===== config.mk =====
export PLATFORM = sky130hd
export DESIGN_NAME = led_matrix_frame_driver_core
export DESIGN_NICKNAME = d
export VERILOG_FILES = /design/src/rtl/lmfd_pkg.sv /design/src/rtl/led_matrix_frame_driver_core.sv /design/src/rtl/lmfd_fbuf.sv /design/src/rtl/lmfd_seq.sv /design/src/rtl/lmfd_ser.sv
export SDC_FILE = /design/constraint.sdc
export NUM_CORES = 1
export LEC_CHECK = 0
export BUFFER_PORTS_ARGS = -buffer_cell sky130_fd_sc_hd__buf_2
export CORE_AREA = 2 2 217 112
export DETAILED_ROUTE_END_ITERATION = 7
export DIE_AREA = 0 0 219 114
export PLACE_DENSITY = 0.47
export SLEW_MARGIN = 10
export SYNTH_ARGS = -nofsm -noshare
export SYNTH_HDL_FRONTEND = slang
export SYNTH_SLANG_ARGS = --single-unit

===== constraint.sdc =====
create_clock -name clk -period 2.7 [get_ports clk]
set_input_delay 0.405 -clock clk [delete_from_list [all_inputs] [get_ports clk]]
set_output_delay 0.405 -clock clk [all_outputs]
set_load 0.02 [all_outputs]

===== src/rtl/lmfd_pkg.sv =====
package lmfd_pkg;

	// Frame buffer geometry and command sequencing.
	localparam int ROWS_DEF  = 8;
	localparam int PIX_W     = 8;
	localparam int IDX_W     = 4;
	localparam int INIT_HEAD = 5;

	// Serial frame: an address byte then a data byte.
	localparam int ADDR_W  = 4;
	localparam int FRAME_W = 16;
	localparam int CNT_W   = 4;

	// Configuration port.
	localparam int CFG_IDX_W  = 2;
	localparam int CFG_DATA_W = 4;
	localparam int INT_W      = 4;
	localparam int SCAN_W     = 3;

	localparam logic [CFG_IDX_W-1:0] CFG_INTENSITY  = 2'd0;
	localparam logic [CFG_IDX_W-1:0] CFG_SCAN_LIMIT = 2'd1;

	localparam logic [INT_W-1:0]  INTENSITY_RST  = 4'd1;
	localparam logic [SCAN_W-1:0] SCAN_LIMIT_RST = 3'd7;

	// Controller register addresses.
	localparam logic [ADDR_W-1:0] ADDR_DECODE    = 4'h9;
	localparam logic [ADDR_W-1:0] ADDR_INTENSITY = 4'hA;
	localparam logic [ADDR_W-1:0] ADDR_SCANLIM   = 4'hB;
	localparam logic [ADDR_W-1:0] ADDR_SHUTDOWN  = 4'hC;
	localparam logic [ADDR_W-1:0] ADDR_TEST      = 4'hF;
	localparam logic [PIX_W-1:0]  MSB_MASK       = 8'h80;

	typedef enum logic [1:0] {
		FUNC_INIT    = 2'd0,
		FUNC_PIXEL   = 2'd1,
		FUNC_LOAD    = 2'd2,
		FUNC_REFRESH = 2'd3
	} func_t;

	typedef enum logic [1:0] {
		OP_CLEAR  = 2'd0,
		OP_SET    = 2'd1,
		OP_TOGGLE = 2'd2
	} pix_op_t;

	typedef enum logic {
		ST_IDLE = 1'b0,
		ST_RUN  = 1'b1
	} seq_state_t;

	// Buffer update request from the sequencer.
	typedef struct packed {
		logic             en;
		logic             pixel;
		logic [2:0]       row;
		logic [2:0]       column;
		logic [1:0]       op;
		logic [PIX_W-1:0] bits;
	} fb_wr_t;

	// One register frame handed to the serialiser.
	typedef struct packed {
		logic [ADDR_W-1:0] addr;
		logic [PIX_W-1:0]  data;
		logic              last;
	} frame_t;

endpackage


===== src/rtl/led_matrix_frame_driver_core.sv =====
// Channel   Dir  Fields (lowest bit up)                                    Handshake
// s_*       in   tdata: func[1:0] row[4:2] column[7:5] pixel_op[9:8]       tvalid/tready
//                       row_bits[17:10], zero to 24 bits
// m_*       out  tdata: reg_addr[3:0] reg_data[11:4], zero to 16 bits;     tvalid/tready
//                tlast: last frame of a command
// cfg_*     in   cfg_index, cfg_data (0 intensity, 1 scan limit)           cfg_valid/cfg_ready
//
// Pixel and load-row words update the frame buffer and produce no frames.
// Each frame is shifted one bit per cycle; initialize yields 5 + ROWS frames, refresh ROWS.
// The first frame of a run reaches the output through the sequencer state register,
// the shift register and the output register.
// A new input word is taken once the last frame of a run is loaded into the shifter,
// while that frame is still shifting.
// A stalled output holds its word while the next frame is already shifting.
// Reset clears the frame buffer and loads intensity 1 and scan limit 7.
module led_matrix_frame_driver_core
	import lmfd_pkg::*;
#(
	parameter int ROWS = ROWS_DEF
) (
	input  logic                  clk,
	input  logic                  arst_n,
	input  logic                  s_tvalid,
	output logic                  s_tready,
	input  logic [23:0]           s_tdata,  // func, row, column, pixel_op, row_bits
	output logic                  m_tvalid,
	input  logic                  m_tready,
	output logic [15:0]           m_tdata,  // reg_addr, reg_data
	output logic                  m_tlast,
	input  logic                  cfg_valid,
	output logic                  cfg_ready,
	input  logic [CFG_IDX_W-1:0]  cfg_index,
	input  logic [CFG_DATA_W-1:0] cfg_data
);

	localparam int ROW_W = (ROWS > 1) ? $clog2(ROWS) : 1;

	fb_wr_t                  fb_wr;
	logic [ROW_W-1:0]        fb_rd_row;
	logic [PIX_W-1:0]        fb_rd_data;
	logic                    frm_valid;
	logic                    frm_ready;
	frame_t                  frm;
	logic [ADDR_W+PIX_W-1:0] out_data;

	// Registers may be written at any time the block is idle.
	assign cfg_ready = 1'b1;

	lmfd_seq #(.ROWS(ROWS)) u_seq (
		.clk        (clk),
		.arst_n     (arst_n),
		.in_valid   (s_tvalid),
		.in_ready   (s_tready),
		.func       (s_tdata[1:0]),
		.row        (s_tdata[4:2]),
		.column     (s_tdata[7:5]),
		.pixel_op   (s_tdata[9:8]),
		.row_bits   (s_tdata[17:10]),
		.cfg_valid  (cfg_valid),
		.cfg_index  (cfg_index),
		.cfg_data   (cfg_data),
		.fb_wr      (fb_wr),
		.fb_rd_row  (fb_rd_row),
		.fb_rd_data (fb_rd_data),
		.frm_valid  (frm_valid),
		.frm_ready  (frm_ready),
		.frm        (frm)
	);

	lmfd_fbuf #(.ROWS(ROWS)) u_fbuf (
		.clk     (clk),
		.arst_n  (arst_n),
		.wr      (fb_wr),
		.rd_row  (fb_rd_row),
		.rd_data (fb_rd_data)
	);

	lmfd_ser u_ser (
		.clk       (clk),
		.arst_n    (arst_n),
		.frm_valid (frm_valid),
		.frm_ready (frm_ready),
		.frm       (frm),
		.out_valid (m_tvalid),
		.out_ready (m_tready),
		.out_data  (out_data),
		.out_last  (m_tlast)
	);

	assign m_tdata = {4'b0, out_data};

endmodule


===== src/rtl/lmfd_fbuf.sv =====
module lmfd_fbuf
	import lmfd_pkg::*;
#(
	parameter int ROWS = ROWS_DEF
) (
	input  logic                                clk,
	input  logic                                arst_n,
	input  fb_wr_t                              wr,
	input  logic [((ROWS > 1) ? $clog2(ROWS) : 1)-1:0] rd_row,
	output logic [PIX_W-1:0]                    rd_data
);

	localparam int ROW_W = (ROWS > 1) ? $clog2(ROWS) : 1;

	logic [PIX_W-1:0] rows_q [ROWS];
	logic             in_range;
	logic [ROW_W-1:0] wr_row;
	logic [PIX_W-1:0] mask;
	logic [PIX_W-1:0] cur;
	logic [PIX_W-1:0] upd;

	// Rows at or beyond the buffer depth are ignored.
	assign in_range = ({1'b0, wr.row} < 4'(ROWS));
	assign wr_row   = wr.row[ROW_W-1:0];
	assign mask     = MSB_MASK >> wr.column;
	assign cur      = rows_q[wr_row];
	assign rd_data  = rows_q[rd_row];

	always_comb begin
		if (!wr.pixel) begin
			upd = wr.bits;
		end else begin
			case (wr.op)
				OP_CLEAR: upd = cur & ~mask;
				OP_SET:   upd = cur | mask;
				default:  upd = cur ^ mask;
			endcase
		end
	end

	always_ff @(posedge clk or negedge arst_n) begin
		if (!arst_n) begin
			for (int i = 0; i < ROWS; i++) rows_q[i] <= '0;
		end else if (wr.en && in_range) begin
			rows_q[wr_row] <= upd;
		end
	end

endmodule


===== src/rtl/lmfd_seq.sv =====
module lmfd_seq
	import lmfd_pkg::*;
#(
	parameter int ROWS = ROWS_DEF
) (
	input  logic                                clk,
	input  logic                                arst_n,
	input  logic                                in_valid,
	output logic                                in_ready,
	input  logic [1:0]                          func,
	input  logic [2:0]                          row,
	input  logic [2:0]                          column,
	input  logic [1:0]                          pixel_op,
	input  logic [PIX_W-1:0]                    row_bits,
	input  logic                                cfg_valid,
	input  logic [CFG_IDX_W-1:0]                cfg_index,
	input  logic [CFG_DATA_W-1:0]               cfg_data,
	output fb_wr_t                              fb_wr,
	output logic [((ROWS > 1) ? $clog2(ROWS) : 1)-1:0] fb_rd_row,
	input  logic [PIX_W-1:0]                    fb_rd_data,
	output logic                                frm_valid,
	input  logic                                frm_ready,
	output frame_t                              frm
);

	localparam int ROW_W = (ROWS > 1) ? $clog2(ROWS) : 1;
	localparam logic [IDX_W-1:0] INIT_LAST = IDX_W'(INIT_HEAD + ROWS - 1);
	localparam logic [IDX_W-1:0] REF_LAST  = IDX_W'(ROWS - 1);

	seq_state_t        state_q, state_d;
	logic              refresh_q;
	logic [IDX_W-1:0]  idx_q;
	logic [INT_W-1:0]  intensity_q;
	logic [SCAN_W-1:0] scan_limit_q;
	logic              accept;
	logic              start;
	logic              issue;
	logic              at_last;

	assign accept = in_valid && in_ready;
	assign start  = accept && (func == FUNC_INIT || func == FUNC_REFRESH);
	assign issue  = frm_valid && frm_ready;

	always_ff @(posedge clk or negedge arst_n) begin
		if (!arst_n) begin
			intensity_q  <= INTENSITY_RST;
			scan_limit_q <= SCAN_LIMIT_RST;
		end else if (cfg_valid) begin
			unique case (cfg_index)
				CFG_INTENSITY:  intensity_q  <= cfg_data[INT_W-1:0];
				CFG_SCAN_LIMIT: scan_limit_q <= cfg_data[SCAN_W-1:0];
				default: ;
			endcase
		end
	end

	always_comb begin
		state_d = state_q;
		unique case (state_q)
			ST_IDLE: if (start) state_d = ST_RUN;
			ST_RUN:  if (issue && at_last) state_d = ST_IDLE;
			default: state_d = ST_IDLE;
		endcase
	end

	always_ff @(posedge clk or negedge arst_n) begin
		if (!arst_n) begin
			state_q   <= ST_IDLE;
			refresh_q <= 1'b0;
			idx_q     <= '0;
		end else begin
			state_q <= state_d;
			if (start) begin
				refresh_q <= (func == FUNC_REFRESH);
				idx_q     <= '0;
			end else if (issue) begin
				idx_q <= idx_q + 1'b1;
			end
		end
	end

	assign fb_rd_row = idx_q[ROW_W-1:0];
	assign at_last   = refresh_q ? (idx_q == REF_LAST) : (idx_q == INIT_LAST);

	always_comb begin
		in_ready  = 1'b0;
		frm_valid = 1'b0;
		unique case (state_q)
			ST_IDLE: in_ready  = 1'b1;
			ST_RUN:  frm_valid = 1'b1;
			default: ;
		endcase
	end

	// Buffer updates happen in the cycle the word is taken.
	always_comb begin
		fb_wr.en     = accept && (func == FUNC_PIXEL || func == FUNC_LOAD);
		fb_wr.pixel  = (func == FUNC_PIXEL);
		fb_wr.row    = row;
		fb_wr.column = column;
		fb_wr.op     = pixel_op;
		fb_wr.bits   = row_bits;
	end

	always_comb begin
		frm.last = at_last;
		frm.data = '0;
		if (refresh_q) begin
			frm.addr = idx_q + 1'b1;
			frm.data = fb_rd_data;
		end else begin
			frm.addr = idx_q - IDX_W'(INIT_HEAD - 1);
			case (idx_q)
				4'd0: frm.addr = ADDR_DECODE;
				4'd1: begin
					frm.addr = ADDR_INTENSITY;
					frm.data = PIX_W'(intensity_q);
				end
				4'd2: begin
					frm.addr = ADDR_SCANLIM;
					frm.data = PIX_W'(scan_limit_q);
				end
				4'd3: begin
					frm.addr = ADDR_SHUTDOWN;
					frm.data = 8'd1;
				end
				4'd4: frm.addr = ADDR_TEST;
				default: ;
			endcase
		end
	end

endmodule


===== src/rtl/lmfd_ser.sv =====
module lmfd_ser
	import lmfd_pkg::*;
(
	input  logic                      clk,
	input  logic                      arst_n,
	input  logic                      frm_valid,
	output logic                      frm_ready,
	input  frame_t                    frm,
	output logic                      out_valid,
	input  logic                      out_ready,
	output logic [ADDR_W+PIX_W-1:0]   out_data,
	output logic                      out_last
);

	logic [FRAME_W-1:0]      tx_q;
	logic [ADDR_W+PIX_W-1:0] rx_q;
	logic [CNT_W-1:0]        cnt_q;
	logic                    cs_q;
	logic                    done_q;
	logic                    last_q;
	logic                    out_valid_q;
	logic [ADDR_W+PIX_W-1:0] out_data_q;
	logic                    out_last_q;
	logic                    load;
	logic                    move;

	assign frm_ready = !cs_q && !done_q;
	assign load      = frm_valid && frm_ready;
	assign move      = done_q && (!out_valid_q || out_ready);

	// Shift path: the frame leaves most significant bit first under chip
	// select and is collected again at the far end of the line.
	always_ff @(posedge clk or negedge arst_n) begin
		if (!arst_n) begin
			cs_q   <= 1'b0;
			done_q <= 1'b0;
			cnt_q  <= '0;
		end else begin
			if (load) begin
				cs_q  <= 1'b1;
				cnt_q <= '0;
			end else if (cs_q) begin
				cnt_q <= cnt_q + 1'b1;
				if (cnt_q == CNT_W'(FRAME_W - 1)) begin
					cs_q   <= 1'b0;
					done_q <= 1'b1;
				end
			end
			if (move) done_q <= 1'b0;
		end
	end

	always_ff @(posedge clk) begin
		if (load) begin
			tx_q   <= {{(FRAME_W - ADDR_W - PIX_W){1'b0}}, frm.addr, frm.data};
			last_q <= frm.last;
		end else if (cs_q) begin
			tx_q <= {tx_q[FRAME_W-2:0], 1'b0};
			rx_q <= {rx_q[ADDR_W+PIX_W-2:0], tx_q[FRAME_W-1]};
		end
	end

	always_ff @(posedge clk or negedge arst_n) begin
		if (!arst_n) begin
			out_valid_q <= 1'b0;
		end else if (move) begin
			out_valid_q <= 1'b1;
		end else if (out_ready) begin
			out_valid_q <= 1'b0;
		end
	end

	always_ff @(posedge clk) begin
		if (move) begin
			out_data_q <= {rx_q[PIX_W-1:0], rx_q[ADDR_W+PIX_W-1:PIX_W]};
			out_last_q <= last_q;
		end
	end

	assign out_valid = out_valid_q;
	assign out_data  = out_data_q;
	assign out_last  = out_last_q;

	a_idle_count: assert property (@(posedge clk) disable iff (!arst_n)
		!cs_q |-> cnt_q == '0)
		else $error("bit counter running without chip select");

	a_load_select: assert property (@(posedge clk) disable iff (!arst_n)
		load |=> cs_q && !done_q)
		else $error("frame load did not raise chip select");

	a_frame_done: assert property (@(posedge clk) disable iff (!arst_n)
		cs_q && cnt_q == CNT_W'(FRAME_W - 1) |=> done_q && !cs_q)
		else $error("frame did not complete after its last bit");

endmodule

# Word level (Yosys, flattened, before mapping)
# Cells that the tools add are included.
# totals
mem_count	0
latch_bits	0
romBits	0
wordCells	113
reg_bits	126
ram_bits	0
# classes
n_mux	35
add_sub_neg	3
bitwise	8
n_shift	1
reduce_logical	27
n_div	0
n_lt_le_gt_ge	3
multipliers	0
n_eq_ne	13
# op_table
op	n
$bwmux 64	1
$bmux 8 s3	2
$mux 8	6
$mux 12	3
$demux 8 s3	1
$pmux 4 s5	1
$mux 4	4
$pmux 8 s2	1
$mux 1	14
$pmux 4 s3	1
$reduce_bool 2->1	5
$add 4x1->4 const B	2
$and 8x8->8	1
$eq 4x2->1 const B	2
$eq 4x3->1 const B	2
$eq 4x4->1 const B	2
$ge 4x4->1 const B	2
$logic_and 1x1->1	8
$not 3->4	2
$not 8->8	1
$or 8x8->8	1
$shr 8x3->8 const A	1
$xor 8x8->8	1
$eq 2x1->1 const B	3
other kinds (13)	23

# Depth between registers and ports, before layout
# Gate-level depths: netlist of the first run.
# logic_depth
ltp_word	8
depth_mapped	11
mapped_depth_nobuf	7

# Cells and area by module
# A second synthesis of the first run with hierarchy kept.
# unflattened
cells_unflattened	638
hier_area_um2	7150.6
# by_module_without_submodules
mod	area_each_um2	n_inst	cells_each
lmfd_fbuf	4186.5	1	407
lmfd_ser	1774.2	1	101
lmfd_seq	1144.8	1	123
led_matrix_frame_driver_core	45.0	1	7

# Least setup slack after synthesis of the first run
# No wires, ideal clock.
# synth_path
kind	input port to flip-flop
startpoint	input port s_tdata[2]
endpoint	register u_fbuf.rows_q[0] in the netlist's numbering
stages	9
arrival_time_ps	2413
required_time_ps	2542
setup_slack_ps	129
n_path_buf	2
setup_time_ps	158
path_cell_list	buf_2 -> buf_4 -> mux4_2 -> nand2_1 -> nand2_1 -> ha_1 -> nor2b_1 -> o311ai_1 -> a31oi_1
# synth_between
elab_chain_cells	8
elab_cells_between_ends	15
# synth_rtl
element	line	source
start, declared	led_matrix_frame_driver_core.sv:25	input logic [23:0] s_tdata,
$not 3->4 (not written as such) (*)	lmfd_fbuf.sv:26, lmfd_fbuf.sv:45	
$bmux 8 s3	lmfd_fbuf.sv:26	assign cur = rows_q[wr_row];
$mux 8 (not written as such) (2 in a row)	lmfd_fbuf.sv:26	
$xor 8x8->8, or another cell as far along	lmfd_fbuf.sv:36	default: upd = cur ^ mask;
$pmux 8 s2	lmfd_fbuf.sv:33	case (wr.op)
$mux 8	lmfd_fbuf.sv:30	if (!wr.pixel) begin
$bwmux 64 (*)	lmfd_fbuf.sv:45	rows_q[wr_row] <= upd;
end signal, assigned by index	lmfd_fbuf.sv:45	
end, declared	lmfd_fbuf.sv:15	logic [PIX_W-1:0] rows_q [ROWS];
# Every way passes the cells marked *; elsewhere a longest branch is shown, timed or not. The select of a mux whose other input is x is not followed.
# A chain may end at the register's enable or synchronous reset.

# Worst setup path after layout of the first run
# layout_path
startpoint	register u_seq.idx_q[1]
endpoint	register u_ser.tx_q[11], data pin
# layout_between
elab_chain_cells	4
elab_cells_between_ends	10
# layout_rtl
element	line	source
start, declared	lmfd_seq.sv:32	logic [IDX_W-1:0] idx_q;
start signal, assigned	lmfd_seq.sv:77	idx_q <= idx_q + 1'b1;
$sub 4x3->4, or another cell as far along	lmfd_seq.sv:112	frm.addr = idx_q - IDX_W'(INIT_HEAD - 1);
$pmux 4 s5	lmfd_seq.sv:113	case (idx_q)
$mux 12 (*)	lmfd_seq.sv:108	if (refresh_q) begin
$mux 12 (*)	lmfd_ser.sv:54	if (load) begin
end signal, assigned	lmfd_ser.sv:55	tx_q <= {{(FRAME_W - ADDR_W - PIX_W){1'b0}}, frm.addr, frm.data};
end signal, assigned	lmfd_ser.sv:58	tx_q <= {tx_q[FRAME_W-2:0], 1'b0};
end, declared	lmfd_ser.sv:15	logic [FRAME_W-1:0] tx_q;
# Every way passes the cells marked *; elsewhere a longest branch is shown, timed or not.

==> results.txt, run 1 <==
Outcome: complete, no violations
First-pass GRT wire length: 31,820 µm
Clock transition at path regs: 60 ps
Final WL: 20,790 µm
FF+latch count, synth: 126
Ys async rst share: 66.67%
Post-synthesis mux area share: 12.56%
FILL cells: 2,392
Seq pwr share: 40.3%
Top FF cell, synth: dfrtp_1
Via density: 5.536
Port Buf Inserts: 43
Static Leakage: 3.350 nW
Most common cell in the netlist: dfrtp_1
Switching share of power: 26.09%
P_int: 4.070 mW
Comb pwr share: 14.3%
Layout cells sized above 1: 23.39%
Hold Path Class: in -> reg
Slew headroom: 50.35%
Drt pass-1 iters: 5
Hold buffer count at CTS: 1
Unrepaired setup endpoints after global routing: no
WL/cell: 21.17 µm
Power Total: 5.507 mW
CTS tree: built
Synthesized cell area: 6845 µm²
Slowest cell on crit path: dfrtp_1
Detailed placement HPWL: 14,870 µm
Final hold violation count: 0
Largest net degree at the start of global routing: 50
Worst path max stage delay: 530 ps
Top post-synthesis cells by count: 80 x dfrtp_1, 54 x o21ai_0, 43 x nand2_1, 41 x o31ai_1, 38 x edfxtp_1
Simple-gate area share of the yosys netlist: 10.56%
Max-slew violations: 0
Critical Path Start Type: register
Post-synthesis cell type with the largest combined area: dfrtp_1
Starting Density: 29.35%
H-tree Lvls: 4
Gate Count Post-Synth: 604
DRT iter0 DRCs: 675
EDFF count, synth: 38
Grt ovf: 0
Initial antenna violation count: 1
CP arrival: 2500 ps
CTS Sinks: 126
Area occupied by multi-input gates: 3218 µm²
Setup TNS Final: 0 ps
Worst hold slack: 223.0 ps
Clock group share of total power: 45.4%
# diodes: 0
Final nets: 714
Die W: 219 µm
Post-Synth XOR/XNOR Area: 0.3838%
Row cnt: 40
Vias: 5,436
PwrDens: 676.5 nW/µm²
Final setup violation count: 0
Die area: 24,970 µm²
Critical path required time: 2880 ps
Clk buf depth: 2
Max-Cap Viols: 0
Overall global routing resource usage: 17.38%
Worst slack, placed: 11.39 ps
CP endpoint kind: register
Post-Synth Adder-Cell Area: 4.570%
DRC viols: 0
TritonCTS buffer count: 17
Largest family of logic cells by synthesized area: compound AO/OA/AOI/OAI gates
Least-Margin Pin Slew: 724.1 ps
CTS resizes: 0
Period minus WS final: 2323 ps
Ys Warns: 0
Io pins: 55
Distinct cells, synth: 62
Total area of sequential cells: 3328 µm²
Top cell type's share of synthesized area: 29.25%
Seq/Total Area, Yosys: 48.62%
Root Buffer: clkbuf_16
Routability Congestion: 0.8847
Critical path cell sequence: inv_1 > ha_1 > o31ai_1 > a41oi_1 > a22o_1
Post-CTS setup buffers: 0
Clk Latency, worst-skew pair: 430 ps
Mapped Avg Cell Area: 11.33 µm²
NetSw: 1.437 mW
Dominant cells by area after synthesis: dfrtp_1 29%, edfxtp_1 17%, mux4_2 8.6%, ha_1 4.6%, o31ai_1 4.5%
Worst Slack Setup Final: 377.3 ps
Antenna viol nets, final: 0
Crit Path Category: reg -> reg
Final Skew: 8.201 ps
Compound-Gate Fraction of Synth Area: 18.66%
Layout area overhead: 18.92%
Max Freq: 0.4305 GHz
CP max FO: 7
Die Span Y: 114 µm
CORE AREA: 23,320 µm²
Peak supply drop: 0.3227 mV
Final Cycle Share: 86.03%
Vias in the first global route: 5,260
[worst max-delay path: cells and delay by family (launching register included)]
family	cells	cell delay [ps]
AO/OA/AOI/OAI	3	910
flip-flops	1	530
adder cells (fa/ha/maj)	1	360
buffers and inverters	1	280
[layout by cell type (no fill, tap or decap), types with 22 or more instances in the layout]
cell type | Yosys | final
a21oi_1 | 33 | 33
a31oi_1 | 25 | 25
buf_2 | 15 | 42
buf_4 | 7 | 35
dfrtp_1 | 80 | 80
edfxtp_1 | 38 | 38
ha_1 | 25 | 25
mux4_2 | 26 | 26
nand2_1 | 43 | 43
nor2_1 | 22 | 22
o21ai_0 | 54 | 54
o31ai_1 | 41 | 41
[worst paths after layout]
| kind | from | end | slack (ps) | cells past startpoint |
|---|---|---|---|---|
| max in group asynchronous | arst_n | u_seq.scan_limit_q[2] | 1460 | 3 |
| worst min-delay path | cfg_data[1] | u_seq.intensity_q[1] | 220 | 2 |
| worst max register to register | u_seq.idx_q[1] | u_ser.tx_q[11] | 380 | 5 |
| worst max-delay path | u_seq.idx_q[1] | u_ser.tx_q[11] | 380 | 5 |
| worst min register to register | u_ser.rx_q[11] | u_ser.out_data[3] | 420 | 0 |
| min in group asynchronous | arst_n | u_fbuf.rows_q[40] | 500 | 2 |
[routing by layer]
metal	wire, µm	part of all wire [%]	vias to the layer above	track usage (%)
li1	-	-	2394	-
met1	10670	51	2788	27.54
met2	8404	40	234	23.14
met3	1507	7.2	20	3.893
met4	207	1.0	0	4.865
met5	0	0	-	0
[kinds of logic (layout without fill, tap and decap cells)]
| family | count (synthesis) | after routing |
|---|---|---|
| AO/OA/AOI/OAI | 199 | 199 |
| AND/OR/NAND/NOR | 133 | 133 |
| flip-flops | 126 | 126 |
| buffers and inverters | 64 | 124 |
| multiplexers | 52 | 52 |
| adder cells (fa/ha/maj) | 25 | 25 |
| XOR/XNOR | 3 | 3 |
| other | 2 | 5 |
[registers in the layout, indices dropped and copies added (netlist names), 3 cells and up]
signal and cells:
u_ser.cnt_q 4, u_ser.tx_q 16, u_ser.out_data 12, u_seq.scan_limit_q 3
u_seq.intensity_q 4, u_seq.idx_q 4, u_fbuf.rows_q 64, u_ser.rx_q 12
[cell type report]
| cell class | instances | area share (%) |
|---|---|---|
| Sequential cell | 126 | 40.89 |
| Multi-Input combinational cell | 417 | 39.53 |
| Timing Repair Buffer | 80 | 6.425 |
| Clock buffer | 20 | 5.364 |
| Tap cell | 315 | 4.842 |
| Clock inverter | 12 | 2.398 |
| Inverter | 12 | 0.5533 |
[metrics by stage]
step                      utilization [%]  cell area, µm²  std cells
after detailed placement            32.15            7498        949
after global placement              32.15            7498        949
after global routing                34.90            8140        982
after floorplan                         -            6857        607
after CTS                           34.90            8140        982
final                               34.90            8140        982
[power by group through the flow]
stage	registers [mW]	clock network (mW)	logic, mW
finish	2.22	2.50	0.786
global placement	2.25	0	0.763
detailed placement	2.26	0	0.780
global route	2.24	2.62	0.872
floorplan	2.23	0	0.530
CTS	2.22	2.53	0.786
(Power assumes the default switching activity.)
==> run 2, diff against run 1 <==
--- a/config.mk
+++ b/config.mk
@@ -5,10 +5,11 @@
 export SDC_FILE = /design/constraint.sdc
 export NUM_CORES = 1
 export LEC_CHECK = 0
+export ABC_AREA = 1
 export BUFFER_PORTS_ARGS = -buffer_cell sky130_fd_sc_hd__buf_2
-export CORE_AREA = 2 2 217 112
+export CORE_AREA = 2 2 216 112
 export DETAILED_ROUTE_END_ITERATION = 7
-export DIE_AREA = 0 0 219 114
+export DIE_AREA = 0 0 218 114
 export PLACE_DENSITY = 0.47
 export SLEW_MARGIN = 10
 export SYNTH_ARGS = -nofsm -noshare
==> run 2 against run 1 <==
Hold slack worse by 8.2 ps. Cell count is 22% higher. Largest power group is now registers. Cell area is 1.0% lower. Critical endpoint is now u_fbuf.rows_q[58]. Clock power is 4% lower. Register-to-register slack better by 310 ps. Critical path type is now in -> reg.
==> results.txt, run 2 <==
Port Buf Inserts: 43
CTS tree: built
Layout cells sized above 1: 16.84%
DP Area: 7440 µm²
Detailed placement HPWL: 14,040 µm
Distinct cells, synth: 42
Worst Slack Setup Final: 499.2 ps
Max reg flops: 64
EDFF count, synth: 38
CORE AREA: 23,220 µm²
Clock transition at path regs: 60 ps
Peak supply drop: 0.4446 mV
Largest family of logic cells by synthesized area: simple AND/OR/NAND/NOR gates
Final instance area: 8056 µm²
Most common cell in the netlist: nand2_1
Crit Path Category: in -> reg
Outcome: complete, no violations
PwrDens: 964.7 nW/µm²
Final Instance Count excl. Fillers: 1,195
Antenna viol nets, final: 0
Final hold violation count: 0
TritonCTS buffer count: 17
Period minus WS final: 2201 ps
Gate Count Post-Synth: 802
Io pins: 55
Hold Path Class: in -> reg
Top cell type's share of synthesized area: 29.57%
Final Cycle Share: 81.51%
Vias in the first global route: 5,226
Final nets: 926
Setup TNS Final: 0 ps
First-pass GRT wire length: 31,140 µm
Clk buf depth: 2
Unrepaired setup endpoints after global routing: no
Post-Synth Adder-Cell Area: 4.621%
Slew headroom: 54.59%
DRC viols: 0
Ys async rst share: 66.67%
Ys Warns: 0
Vias: 5,535
Total area of sequential cells: 3328 µm²
Post-synthesis cell type with the largest combined area: dfrtp_1
Worst path max stage delay: 280 ps
Synthesized cell area: 6769 µm²
Starting Density: 29.15%
Regs by FF count: u_fbuf.rows_q (64), u_ser.tx_q (16)
Critical path cell sequence: buf_2 > inv_1 > nand3_2 > inv_2 > nand2_1 > nand2_1 > nor2_1 > buf_4 > nand2_1 > inv_1 > ha_1 > nand2_1 > nand4_1 > o21ai_0 > buf_4 > o21ai_0
CP arrival: 2480 ps
Die W: 218 µm
Least-Margin Pin Slew: 681.2 ps
Routability Congestion: 0.8327
CP endpoint kind: register
Cell repeated most along the worst path: nand2_1
Placed insts: 1,161
H-tree Lvls: 4
Buf+Inv Stages, Crit Path: 6
Drt pass-1 iters: 6
CP top delay family: buffers and inverters
Power Total: 7.772 mW
Slowest cell on crit path: inv_1
Simple-gate area share of the yosys netlist: 24.10%
Post-synthesis mux area share: 0.1664%
Final WL: 19,500 µm
Largest net degree at the start of global routing: 50
Grt ovf: 0
Final setup violation count: 0
DRT iter0 DRCs: 585
Final core utilization: 34.69%
Post-Synth XOR/XNOR Area: 0.2588%
Most frequent cells in the layout: 245 x nand2_1, 81 x o21ai_0, 80 x dfrtp_1
Area occupied by multi-input gates: 2878 µm²
WL/cell: 16.32 µm
Root Buffer: clkbuf_16
Die area: 24,850 µm²
Layout area overhead: 19.02%
Dominant cells by area after synthesis: dfrtp_1 30%, edfxtp_1 17%, nand2_1 14%, o21ai_0 6.0%, ha_1 4.6%
Via density: 4.632
Mapped Avg Cell Area: 8.440 µm²
Die Span Y: 114 µm
Row cnt: 40
Top FF cell, synth: dfrtp_1
Overall global routing resource usage: 16.90%
Critical Path Start Type: input port
Seq/Total Area, Yosys: 49.17%
Top post-synthesis cells by count: 245 x nand2_1, 81 x o21ai_0, 80 x dfrtp_1, 68 x inv_1, 60 x nand3_1
CP max FO: 8
Max-Cap Viols: 0
Worst slack, placed: 99.84 ps
CTS Sinks: 126
Initial antenna violation count: 0
FF+latch count, synth: 126
Most common cell after layout, fill and taps aside: nand2_1
Clk Latency, worst-skew pair: 420 ps
Reg with most FFs: u_fbuf.rows_q
Max-slew violations: 0
FILL cells: 2,475
Max Freq: 0.4544 GHz
Critical path required time: 2980 ps
Final Skew: 7.455 ps
Worst hold slack: 214.8 ps
Static Leakage: 3.712 nW
Compound-Gate Fraction of Synth Area: 13.09%
run 2: changes by cell type after synthesis, sizes merged, moves of 20 or more:
cell	previous run	this run
a31oi	25	1
clkbuf	24	4
inv	11	77
mux4	26	0
nand2	44	253
nand3	4	67
o21ai	56	110
o31ai	41	0
run 2: final timing paths:
path,cells past startpoint,start,slack (ps),end
max in group asynchronous,3,arst_n,1670,u_seq.scan_limit_q[2]
worst max-delay path,16,s_tdata[4],500,u_fbuf.rows_q[58]
worst min register to register,0,u_ser.rx_q[11],420,u_ser.out_data[3]
min in group asynchronous,2,arst_n,410,u_fbuf.rows_q[5]
worst max register to register,10,u_seq.idx_q[0],690,u_ser.tx_q[8]
worst min-delay path,3,cfg_data[1],210,u_seq.scan_limit_q[1]
run 2: layout make-up:
type / count / area share [%]
flip-flops and latches: 126 / 41.31
multi-input cells: 562 / 35.72
repair buffers: 81 / 6.895
clock buffers: 20 / 5.420
well taps: 315 / 4.892
inverters: 78 / 3.650
clock inverters: 12 / 2.081
diodes: 1 / 0.03106
run 2: worst register-to-register path: stages, from the launching register on:
cell and delay, ps:
dfrtp_1 350, buf_4 230, inv_1 140, ha_1 220, nand2_1 110, nand2_1 70
nor2_1 230, nand2_1 110, nand2_1 80, nand3_1 60, a21oi_1 240
run 2: layer usage:
metal | GRT usage (%) | routed length [µm] | vias to the layer above
li1 | - | - | 2781
met4 | 4.671 | 209 | 0
met1 | 27.51 | 10920 | 2598
met5 | 0 | 0 | -
met2 | 20.11 | 6861 | 136
met3 | 5.547 | 1512 | 20
run 2: cells by family after synthesis:
family          count (synthesis)
mux                             1
compound gates                164
fa+ha+maj                      25
flops                         126
other cells                     2
simple gates                  365
xor+xnor                        2
buf+inv                       117
run 2: report_power, final:
group	switching (mW)	internal, mW
Clock	0.858	1.54
Combinational	1.56	0.803
Sequential	0.354	2.66
Total	2.77	5.00
run 2: what timing repair did:
item                                   CTS  global route
resized for setup                        0             0
endpoints found under the hold margin   15             0
buffers inserted                         0             0
hold buffers                             1             0
